$ cat config.mk
export PLATFORM = sky130hd
export DESIGN_NAME = stepper_homing_sequencer_unit
export DESIGN_NICKNAME = d
export VERILOG_FILES = /design/src/design/shs_pkg.sv /design/src/design/stepper_homing_sequencer_unit.sv /design/src/design/shs_step.sv
export SDC_FILE = /design/constraint.sdc
export NUM_CORES = 1
export LEC_CHECK = 0
export BUFFER_PORTS_ARGS = -buffer_cell sky130_fd_sc_hd__buf_2
export CAP_MARGIN = 20
export CORE_UTILIZATION = 45
export CTS_CLUSTER_SIZE = 10
export DETAILED_ROUTE_END_ITERATION = 10
export PLACE_DENSITY = 0.66
export SLEW_MARGIN = 40
export SYNTH_ARGS = -nofsm -noshare
export SYNTH_HDL_FRONTEND = slang
export SYNTH_SLANG_ARGS = --single-unit
$ cat constraint.sdc
create_clock -name clock -period 7.7 [get_ports clock]
set_input_delay 1.925 -clock clock [delete_from_list [all_inputs] [get_ports clock]]
set_output_delay 1.925 -clock clock [all_outputs]
set_load 0.005 [all_outputs]
$ cat src/design/shs_pkg.sv
// Types, constants and register map of the stepper homing sequencer.
package shs_pkg;

   localparam int ELAPSED_WIDTH = 20;
   localparam int SINCE_WIDTH   = 16;
   localparam int TIMEOUT_WIDTH = 20;
   localparam int STEP_WIDTH    = 16;
   localparam int CMP_WIDTH     = (ELAPSED_WIDTH > TIMEOUT_WIDTH) ? ELAPSED_WIDTH
                                                                 : TIMEOUT_WIDTH;
   localparam int ADDR_WIDTH    = 4;
   localparam int DATA_WIDTH    = 32;

   localparam logic [TIMEOUT_WIDTH-1:0] TIMEOUT_RESET = TIMEOUT_WIDTH'(30000);
   localparam logic [STEP_WIDTH-1:0]    FAST_RESET    = STEP_WIDTH'(5);
   localparam logic [STEP_WIDTH-1:0]    SLOW_RESET    = STEP_WIDTH'(20);

   typedef enum logic [2:0] {
      MODE_INIT   = 3'd0,
      MODE_HOMING = 3'd1,
      MODE_RUN    = 3'd2,
      MODE_JUMP   = 3'd3,
      MODE_ERROR  = 3'd4
   } mode_type;

   typedef enum logic [1:0] {
      PHASE_ESCAPE = 2'd0,
      PHASE_SEARCH = 2'd1,
      PHASE_DONE   = 2'd2
   } phase_type;

   typedef enum logic [1:0] {
      REG_TIMEOUT = 2'd0,
      REG_FAST    = 2'd1,
      REG_SLOW    = 2'd2
   } reg_index_type;

   typedef struct packed {
      logic restart;
      logic sensor_detected;
      logic at_home_position;
   } req_type;

   typedef struct packed {
      logic       step_pulse;
      logic       motor_off;
      logic [2:0] mode;
      logic [1:0] phase;
   } rsp_type;

   typedef struct packed {
      logic [TIMEOUT_WIDTH-1:0] homing_timeout_ms;
      logic [STEP_WIDTH-1:0]    fast_step_interval_ms;
      logic [STEP_WIDTH-1:0]    slow_step_interval_ms;
   } cfg_type;

   typedef struct packed {
      mode_type                 mode;
      phase_type                phase;
      logic                     started;
      logic [ELAPSED_WIDTH-1:0] elapsed;
      logic [SINCE_WIDTH-1:0]   since;
   } state_type;

endpackage

$ cat src/design/stepper_homing_sequencer_unit.sv
// Top level of the stepper homing sequencer: handshake, registers and CSR port.
//
// Each request transfer is one millisecond tick carrying the restart flag and the two
// home-sensor levels; each tick yields exactly one response transfer with the step
// command, motor disable, top mode and homing phase after the tick. While rsp_ready is
// high the block takes one tick per clock cycle: a tick is captured in an input register,
// its whole update is done by the combinational step logic in the next cycle, and the
// result lands in an output register. A response is offered once its tick has passed
// through the input and output registers and transfers when rsp_ready is high. The output
// register separates the two sides, so one more request is taken while a finished
// response waits for rsp_ready; after that the input stalls until the response transfers.
// The three settings
// (homing timeout, fast and slow step intervals, in milliseconds) sit behind an APB-style
// port at byte addresses 0, 4 and 8; writes to addresses 12 to 15 are ignored and read back
// zero. Change them only while no tick is in flight. A restart returns only the top mode
// to init; an unfinished homing keeps its phase and counters and resumes from there.
module stepper_homing_sequencer_unit (
   input  logic                            clock,
   input  logic                            reset,
   input  logic                            req_valid,
   output logic                            req_ready,
   input  shs_pkg::req_type                req_data,
   output logic                            rsp_valid,
   input  logic                            rsp_ready,
   output shs_pkg::rsp_type                rsp_data,
   input  logic                            csr_psel,
   input  logic                            csr_penable,
   input  logic                            csr_pwrite,
   input  logic [shs_pkg::ADDR_WIDTH-1:0]  csr_paddr,
   input  logic [shs_pkg::DATA_WIDTH-1:0]  csr_pwdata,
   output logic [shs_pkg::DATA_WIDTH-1:0]  csr_prdata,
   output logic                            csr_pready
);

   // Input stage.
   logic               in_valid_ff;
   logic               in_valid_in;
   shs_pkg::req_type   in_data_ff;

   // Sequencer state, updated once per processed tick.
   shs_pkg::state_type state_ff;
   shs_pkg::state_type state_in;

   // Output stage.
   logic               rsp_valid_ff;
   logic               rsp_valid_in;
   shs_pkg::rsp_type   rsp_data_ff;
   shs_pkg::rsp_type   rsp_data_in;

   // Settings.
   shs_pkg::cfg_type   cfg_ff;
   shs_pkg::cfg_type   cfg_in;

   logic               req_xfer;
   logic               advance;
   logic               csr_write;
   logic [1:0]         csr_index;

   // A tick moves from the input register to the output register whenever the output
   // register is empty or is being emptied in this cycle.
   assign advance     = in_valid_ff && (!rsp_valid_ff || rsp_ready);
   assign req_ready   = !in_valid_ff || advance;
   assign req_xfer    = req_valid && req_ready;
   assign in_valid_in = req_xfer || (in_valid_ff && !advance);
   assign rsp_valid_in = advance || (rsp_valid_ff && !rsp_ready);

   shs_step u_step (
      .cur_state (state_ff),
      .cfg       (cfg_ff),
      .req       (in_data_ff),
      .nxt_state (state_in),
      .rsp       (rsp_data_in)
   );

   // Register file: writes complete in the access phase; pready is tied high.
   assign csr_pready = 1'b1;
   assign csr_write  = csr_psel && csr_penable && csr_pwrite;
   assign csr_index  = csr_paddr[3:2];

   always_comb begin
      cfg_in = cfg_ff;
      if (csr_write) begin
         case (csr_index)
            shs_pkg::REG_TIMEOUT:
               cfg_in.homing_timeout_ms = csr_pwdata[shs_pkg::TIMEOUT_WIDTH-1:0];
            shs_pkg::REG_FAST:
               cfg_in.fast_step_interval_ms = csr_pwdata[shs_pkg::STEP_WIDTH-1:0];
            shs_pkg::REG_SLOW:
               cfg_in.slow_step_interval_ms = csr_pwdata[shs_pkg::STEP_WIDTH-1:0];
            default: begin
               // Unmapped address: the write is dropped.
            end
         endcase
      end
   end

   always_comb begin
      case (csr_index)
         shs_pkg::REG_TIMEOUT:
            csr_prdata = shs_pkg::DATA_WIDTH'(cfg_ff.homing_timeout_ms);
         shs_pkg::REG_FAST:
            csr_prdata = shs_pkg::DATA_WIDTH'(cfg_ff.fast_step_interval_ms);
         shs_pkg::REG_SLOW:
            csr_prdata = shs_pkg::DATA_WIDTH'(cfg_ff.slow_step_interval_ms);
         default:
            csr_prdata = '0;
      endcase
   end

   // Control state and settings, synchronous reset.
   always_ff @(posedge clock) begin
      if (reset) begin
         in_valid_ff  <= 1'b0;
         rsp_valid_ff <= 1'b0;
         state_ff.mode    <= shs_pkg::MODE_INIT;
         state_ff.phase   <= shs_pkg::PHASE_ESCAPE;
         state_ff.started <= 1'b0;
         state_ff.elapsed <= '0;
         state_ff.since   <= '0;
         cfg_ff.homing_timeout_ms     <= shs_pkg::TIMEOUT_RESET;
         cfg_ff.fast_step_interval_ms <= shs_pkg::FAST_RESET;
         cfg_ff.slow_step_interval_ms <= shs_pkg::SLOW_RESET;
      end else begin
         in_valid_ff  <= in_valid_in;
         rsp_valid_ff <= rsp_valid_in;
         cfg_ff       <= cfg_in;
         if (advance) state_ff <= state_in;
      end
   end

   // Payload registers.
   always_ff @(posedge clock) begin
      if (req_xfer) in_data_ff <= req_data;
      if (advance)  rsp_data_ff <= rsp_data_in;
   end

   assign rsp_valid = rsp_valid_ff;
   assign rsp_data  = rsp_data_ff;

endmodule

$ cat src/design/shs_step.sv
// Next-state and result logic for one millisecond tick of the homing sequencer.
module shs_step (
   input  shs_pkg::state_type cur_state,
   input  shs_pkg::cfg_type   cfg,
   input  shs_pkg::req_type   req,
   output shs_pkg::state_type nxt_state,
   output shs_pkg::rsp_type   rsp
);

   shs_pkg::state_type nxt;
   logic               step;
   logic               off;

   always_comb begin
      nxt  = cur_state;
      step = 1'b0;
      off  = 1'b0;

      // Both counters run while homing is in progress, saturating at all ones.
      if (cur_state.started) begin
         if (cur_state.elapsed != '1) nxt.elapsed = cur_state.elapsed + 1'b1;
         if (cur_state.since != '1)   nxt.since   = cur_state.since + 1'b1;
      end

      if (req.restart) nxt.mode = shs_pkg::MODE_INIT;

      case (nxt.mode)
         shs_pkg::MODE_INIT: begin
            nxt.mode = shs_pkg::MODE_HOMING;
         end
         shs_pkg::MODE_HOMING: begin
            if (!nxt.started) begin
               nxt.started = 1'b1;
               nxt.elapsed = '0;
               nxt.since   = '0;
               nxt.phase   = req.sensor_detected ? shs_pkg::PHASE_ESCAPE
                                                 : shs_pkg::PHASE_SEARCH;
            end
            if (shs_pkg::CMP_WIDTH'(nxt.elapsed) >=
                shs_pkg::CMP_WIDTH'(cfg.homing_timeout_ms)) begin
               off         = 1'b1;
               nxt.mode    = shs_pkg::MODE_ERROR;
               nxt.started = 1'b0;
               nxt.phase   = shs_pkg::PHASE_ESCAPE;
            end else begin
               case (nxt.phase)
                  shs_pkg::PHASE_ESCAPE: begin
                     if (!req.sensor_detected) begin
                        nxt.phase = shs_pkg::PHASE_SEARCH;
                        nxt.since = '0;
                     end else if (nxt.since >= cfg.fast_step_interval_ms) begin
                        step      = 1'b1;
                        nxt.since = '0;
                     end
                  end
                  shs_pkg::PHASE_SEARCH: begin
                     if (req.at_home_position) begin
                        off       = 1'b1;
                        nxt.phase = shs_pkg::PHASE_DONE;
                     end else if (nxt.since >= cfg.slow_step_interval_ms) begin
                        step      = 1'b1;
                        nxt.since = '0;
                     end
                  end
                  default: begin
                     // Done: homing is finished, hand over to run.
                     nxt.started = 1'b0;
                     nxt.phase   = shs_pkg::PHASE_ESCAPE;
                     nxt.mode    = shs_pkg::MODE_RUN;
                  end
               endcase
            end
         end
         default: begin
            // Run, jump and error hold.
         end
      endcase
   end

   assign nxt_state      = nxt;
   assign rsp.step_pulse = step;
   assign rsp.motor_off  = off;
   assign rsp.mode       = nxt.mode;
   assign rsp.phase      = nxt.phase;

endmodule

==> metrics, run 1 <==
maximum VDD drop=~0.11 mV; CP max-delay cell=nor2b_1; ys flop type=dfxtp_1; r2r startpoint=state_ff[19]; Ports=88; Num CTS Buffers=9; Finished Cell Area=between 7000 and 8000 um^2; number of cell rows=45; Seq/Total Area, Yosys=a little under a third; Syn Inst Count=982; vias in the first global route=between 6,000 and 7,000; Max Clk Rate=around 0.18 GHz; period utilisation layout=72.5%; Setup Fix Bufs, Post-CTS=0; Yosys top cell area share=26.6%; RePlAce Congestion=0.952; largest net degree at the start of global routing=66; Filler cells=1,584; Starting Density=between 40 and 50%; Async SR Flop Fraction=0%; Syn Area/Cell=approximately 7.4 um^2; root buffer cell=clkbuf_16; Clk Latency, worst-skew pair=~0.36 ns; share of layout cells above drive strength 1=between 10% and 20%; Max FO, Critical Path=26; Port Buffer Count=60; Final Setup Violations=0; HP Class=register to register; Residual DRC=0; status=completed; ant diodes=0; CP endpoint kind=primary output; Worst-Margin Slew=0.747 ns; critical path type=input port to primary output; Seq cells post-synth=about 110; most used cell, CP=buf_2; final hold violation count=0; Clock transition at path regs=0.07 ns; Clock Sinks=between 100 and 150; GRT Total Usage=25.7%; WL final=approximately 21,000 um; HPWL Detailed=approximately 15,000 um; first-pass GRT wire length=32,900 um; core region area=15,400 um^2; final cell count without fillers=about 1,200; DR WL/cell=16.8 um; worst-path cell chain=buf_2, nor2b_1, buf_4, nand2_1, o21ai_0, buf_2; met2 GRT Util=41.8%; Pins Over Slew Limit=0; Clock Tree Buf Depth=2; Resized Gates After CTS=0; Leak=approximately 0.003 uW; Layout Skew=0.00847 ns; Yosys warning count=0; TritonCTS clock tree=built; arrival time worst endpoint=3.66 ns; RSZ-0062 raised after global routing=false; Period minus WS final=between 5 and 6 ns; Worst Reg2Reg Path Length in Cells=22; Max-cap violations=0; R2R Setup Slk=approximately 2.2 ns; Routed Antenna Nets=0; Die Footprint=around 17,000 um^2; hold path start=cfg_ff[50]; Synth-to-Final Area Change=9.27%; met3 Use GR=4.95%; Slew headroom=approximately 50%; Yosys cell types=73; First-pass DRT Iterations=6; PD cells=about 140 nW/um^2; Post-DP Area=7610 um^2; via-per-instance ratio=around 5.7; initial antenna violation count=0; H-Tree Depth=3; placed cells=~1,200; WHS Path Cells=2; grt ovf=0; Startpoint Class=input port; M1 GR Usage=34.2%; Via Count=around 7,000; Syn Std Cell Area=roughly 7200 um^2; Req. time, crit path=about 5.8 ns; die height=about 130 um; Post-synth EDFFs=10; DRT iter0 DRCs=570; WHS Endpoint=cfg_ff[50]; peak-usage layer in the global routing report=met2; hold buffers post-CTS=0; setup total negative slack=0 ns; Crit path largest cell delay=approximately 0.67 ns; RR Endpoint=state_ff[6]; final net count=approximately 1,100; Area contributors post-synth=dfxtp_1, nand2_1, ha_1; Die W=129 um; area leader, netlist=dfxtp_1
==> state kept, by name, summed over array words and instances, names as in the netlist <==
signal       flops
state_ff        42
cfg_ff          52
in_valid_ff      1
rsp_valid        1
rsp_data         7
in_data_ff       3
==> power by group <==
group,switching [uW],leakage (uW),internal [uW],total [uW]
Combinational,69.1,0.00201,33.7,103
Clock,218,0.000126,221,438
Sequential,8.44,0.000870,565,574
==> per-stage QoR <==
step                      total power [uW]  hold slack, ns  utilization, %  setup WS, ns
after floorplan                        653           0.436               -          2.86
after global placement                 687           0.442            49.3          2.17
after detailed placement               688           0.448            49.3          2.15
after CTS                             1120           0.459            51.1          2.15
after global routing                  1150           0.479            51.2          1.75
final                                 1120           0.454            51.2          2.12
==> logic make-up after synthesis <==
family	after synthesis	synth area share, %
AO/OA/AOI/OAI	248	21.8
XOR/XNOR	26	3.15
adder cells (fa/ha/maj)	46	7.90
buffers and inverters	125	7.31
flip-flops	106	30.8
multiplexers	20	2.94
other	2	0.104
AND/OR/NAND/NOR	409	26.1
==> worst max-delay path by stage <==
stage,from,to,slack (ns)
after floorplan,csr_paddr[3],csr_prdata[10],2.86
after global placement,csr_paddr[3],csr_prdata[2],2.17
after detailed placement,csr_paddr[3],csr_prdata[11],2.15
after CTS,csr_paddr[3],csr_prdata[11],2.15
after global routing,state_ff[19],state_ff[6],1.75
final,csr_paddr[3],csr_prdata[2],2.12
==> area by class of cell <==
class,count,area [um^2],area share (%)
multi-input combinational,762,4530,57.4
sequential,106,2220,28.2
inverter,60,225,2.85
clock buffer,10,229,2.90
clock inverter,5,41.3,0.523
timing repair buffer,70,379,4.80
tap,211,264,3.34
==> critical path: cells and delay by family <==
kind / cells / cell delay, ns
buf+inv: 3 / 0.88
simple gates: 2 / 0.73
compound gates: 1 / 0.11
==> layout by cell type, fill, tap and decap left out, drive strengths merged, types with 10 or more instances in the layout <==
| master | n |
|---|---|
| a22oi | 11 |
| ha | 44 |
| xnor2 | 18 |
| and2 | 10 |
| a21oi | 98 |
| dfxtp | 96 |
| nand2 | 158 |
| buf | 70 |
| clkbuf | 10 |
| edfxtp | 10 |
| o21ai | 53 |
| conb | 13 |
| nand4 | 19 |
| a21o | 17 |
| inv | 61 |
| nand3 | 27 |
| and3 | 16 |
| nor2 | 106 |
| nor3 | 24 |
| mux2i | 20 |
==> metal layers <==
| layer | vias to the layer above | routed length [um] |
|---|---|---|
| met5 | - | 0 |
| met2 | 240 | 9600 |
| met1 | 3252 | 9270 |
| li1 | 3469 | - |
| met4 | 0 | 482 |
| met3 | 34 | 1220 |
==> synthesized netlist by cell type, types with 6 or more instances <==
cell type / n
a22oi_1: 11
inv_1: 59
and4_1: 6
buf_2: 8
nand2b_1: 7
a211oi_1: 7
edfxtp_1: 10
a21oi_1: 97
nor3_1: 24
nand4_1: 19
dfxtp_1: 96
xnor2_1: 18
buf_4: 13
nor2_1: 106
a31oi_1: 7
o21ai_0: 52
nand3b_1: 7
and2_1: 8
and3_1: 16
mux2i_1: 19
clkbuf_1: 42
a211o_1: 8
ha_1: 44
a21o_1: 17
or3_1: 6
xor2_1: 8
nand3_1: 27
nand2_1: 158
Power figures use the tool's default switching activity.
==> run 2: changes to the inputs <==
Clock period 7.7 ns to 5.8 ns, I/O delays scaled along.
==> metrics, run 2 (same netlist as run 1, synthesis figures left out) <==
TritonCTS clock tree=built; Most flops, register=cfg_ff; PD cells=slightly below 200 nW/um^2; Num CTS Buffers=9; GRT Total Usage=around a quarter; utilization after layout=51.5%; Startpoint Class=register; Sw Share=between 20% and 30%; Pint=roughly 1100 uW; final net count=~1,100; core region area=~15,000 um^2; Worst-Margin Slew=slightly above 0.8 ns; first-pass GRT wire length=between 30,000 and 40,000 um; WHS Endpoint=cfg_ff[50]; grt ovf=0; Final Setup Violations=0; Max FO, Critical Path=8; H-Tree Depth=3; clock share of power=roughly two fifths; CP max-delay cell=nor3b_1; maximum VDD drop=roughly 0.16 mV; NetSw=roughly 400 uW; period utilisation layout=91.6%; Filler cells=roughly 1,600; Req. time, crit path=a little over 6 ns; Sequential cell area=approximately 2200 um^2; Max-cap violations=0; hold buffers post-CTS=0; Period minus WS final=5.31 ns; Die W=129 um; Pins Over Slew Limit=0; RePlAce Congestion=0.956; number of cell rows=45; most common cell after layout, fill and taps aside=nand2_1; worst-path cell chain=nand4_1, nor2_1, nand3_1, nor3_1, buf_4, a21oi_1, and2_0, nand2_1, nor2_1, nand3_1, xor2_1, nor2_1, ha_1, a21o_1, a21o_1, a21o_1, a21oi_1, or2_2, nand3_1, a21o_1, nor3b_1, o32ai_1, a21o_1; Via Count=between 7,000 and 8,000; critical path type=register to register; vias in the first global route=~6,300; Die Footprint=~17,000 um^2; ant diodes=0; Slew headroom=a little under half; CP endpoint kind=register; Crit path largest cell delay=between 0.5 and 0.6 ns; largest net degree at the start of global routing=between 60 and 70; die height=~130 um; hold path start=cfg_ff[50]; DRT iter0 DRCs=462; HP Class=register to register; Max Clk Rate=roughly 0.19 GHz; First-pass DRT Iterations=5; setup total negative slack=0 ns; root buffer cell=clkbuf_16; Resized Gates After CTS=0; Synth-to-Final Area Change=9.94%; final hold violation count=0; Port Buffer Count=60; Clock Sinks=~110; WL final=around 20,000 um; HPWL Detailed=15,100 um; Ports=between 80 and 90; max reg flops=52; via-per-instance ratio=about 5.7; DR WL/cell=16.7 um; commonest cells after routing, fill and taps aside=nand2_1, nor2_1, a21oi_1; r2r startpoint=state_ff[20]; most used cell, CP=a21o_1; Setup Fix Bufs, Post-CTS=0; Clock transition at path regs=roughly 0.08 ns; Comb pwr share=8.9%; Reg power frac=approximately half; RR Endpoint=state_ff[6]; Clock Tree Buf Depth=2; WHS Path Cells=2; RSZ-0062 raised after global routing=false; Worst Reg2Reg Path Length in Cells=23; share of layout cells above drive strength 1=10.2%; Routed Antenna Nets=0; Starting Density=around 47%; status=completed; Residual DRC=0; R2R Setup Slk=a little under 0.5 ns; Leak=0.00304 uW; arrival time worst endpoint=around 5.6 ns; Layout Skew=~0.0080 ns; initial antenna violation count=0; area of the multi-input gates=4540 um^2; Clk Latency, worst-skew pair=about 0.36 ns
-- run 2: cell count changes in the layout (fill, tap and decap cells not counted), sizes merged --
cell	change
clkbuf	+2
clkinvlp	-2
inv	+1
buf	+1
-- run 2: worst max-delay path: cells and delay by family (launching register included) --
kind | cells | cell delay (ns)
DFF | 1 | 0.37
and+or+nand+nor | 12 | 2.42
xor gates and xnor gates | 1 | 0.22
buffers and inverters | 1 | 0.15
AOI/OAI and AO/OA | 8 | 1.85
adders and majority gates | 1 | 0.19
-- run 2: worst max-delay path by stage --
stage                      start            to  slack (ns)  cells after the start
floorplan           state_ff[20]  state_ff[13]        1.42                     23
global placement    state_ff[21]   state_ff[6]        0.55                     23
detailed placement  state_ff[20]   state_ff[6]        0.52                     23
CTS                 state_ff[20]   state_ff[6]        0.50                     23
global route        state_ff[20]  state_ff[13]        0.07                     24
finish              state_ff[20]   state_ff[6]        0.49                     23
-- run 2: layer usage --
metal	part of all wire [%]	global-route usage [%]
met1	46	33.7
met4	3.3	12.2
met5	0	0
met2	46	40.2
met3	4.2	4.16
-- run 2: area by class of cell --
class | instances | area share, %
Clock buffer | 12 | 3.37
Clock inverter | 4 | 0.504
Inverter | 60 | 2.84
Multi-Input combinational cell | 762 | 57.1
Sequential cell | 106 | 28.0
Tap cell | 211 | 3.32
Timing Repair Buffer | 71 | 4.87
-- run 2: power groups by stage --
stage               clock network, uW  logic (uW)  registers [uW]
global placement                    0         133             779
floorplan                           0        92.6             774
global route                      677         150             764
detailed placement                  0         134             779
CTS                               656         135             762
finish                            638         136             762
-- run 2: stage by stage --
step / power, uW / cells / worst slack, ns / instance area [um^2] / hold WS [ns]
after floorplan: 867 / 993 / 1.42 / 7270 / 0.436
after global placement: 912 / 1209 / 0.550 / 7620 / 0.442
after detailed placement: 913 / 1209 / 0.516 / 7620 / 0.449
after CTS: 1550 / 1225 / 0.495 / 7930 / 0.459
after global routing: 1590 / 1226 / 0.0652 / 7940 / 0.488
final: 1540 / 1226 / 0.485 / 7940 / 0.456
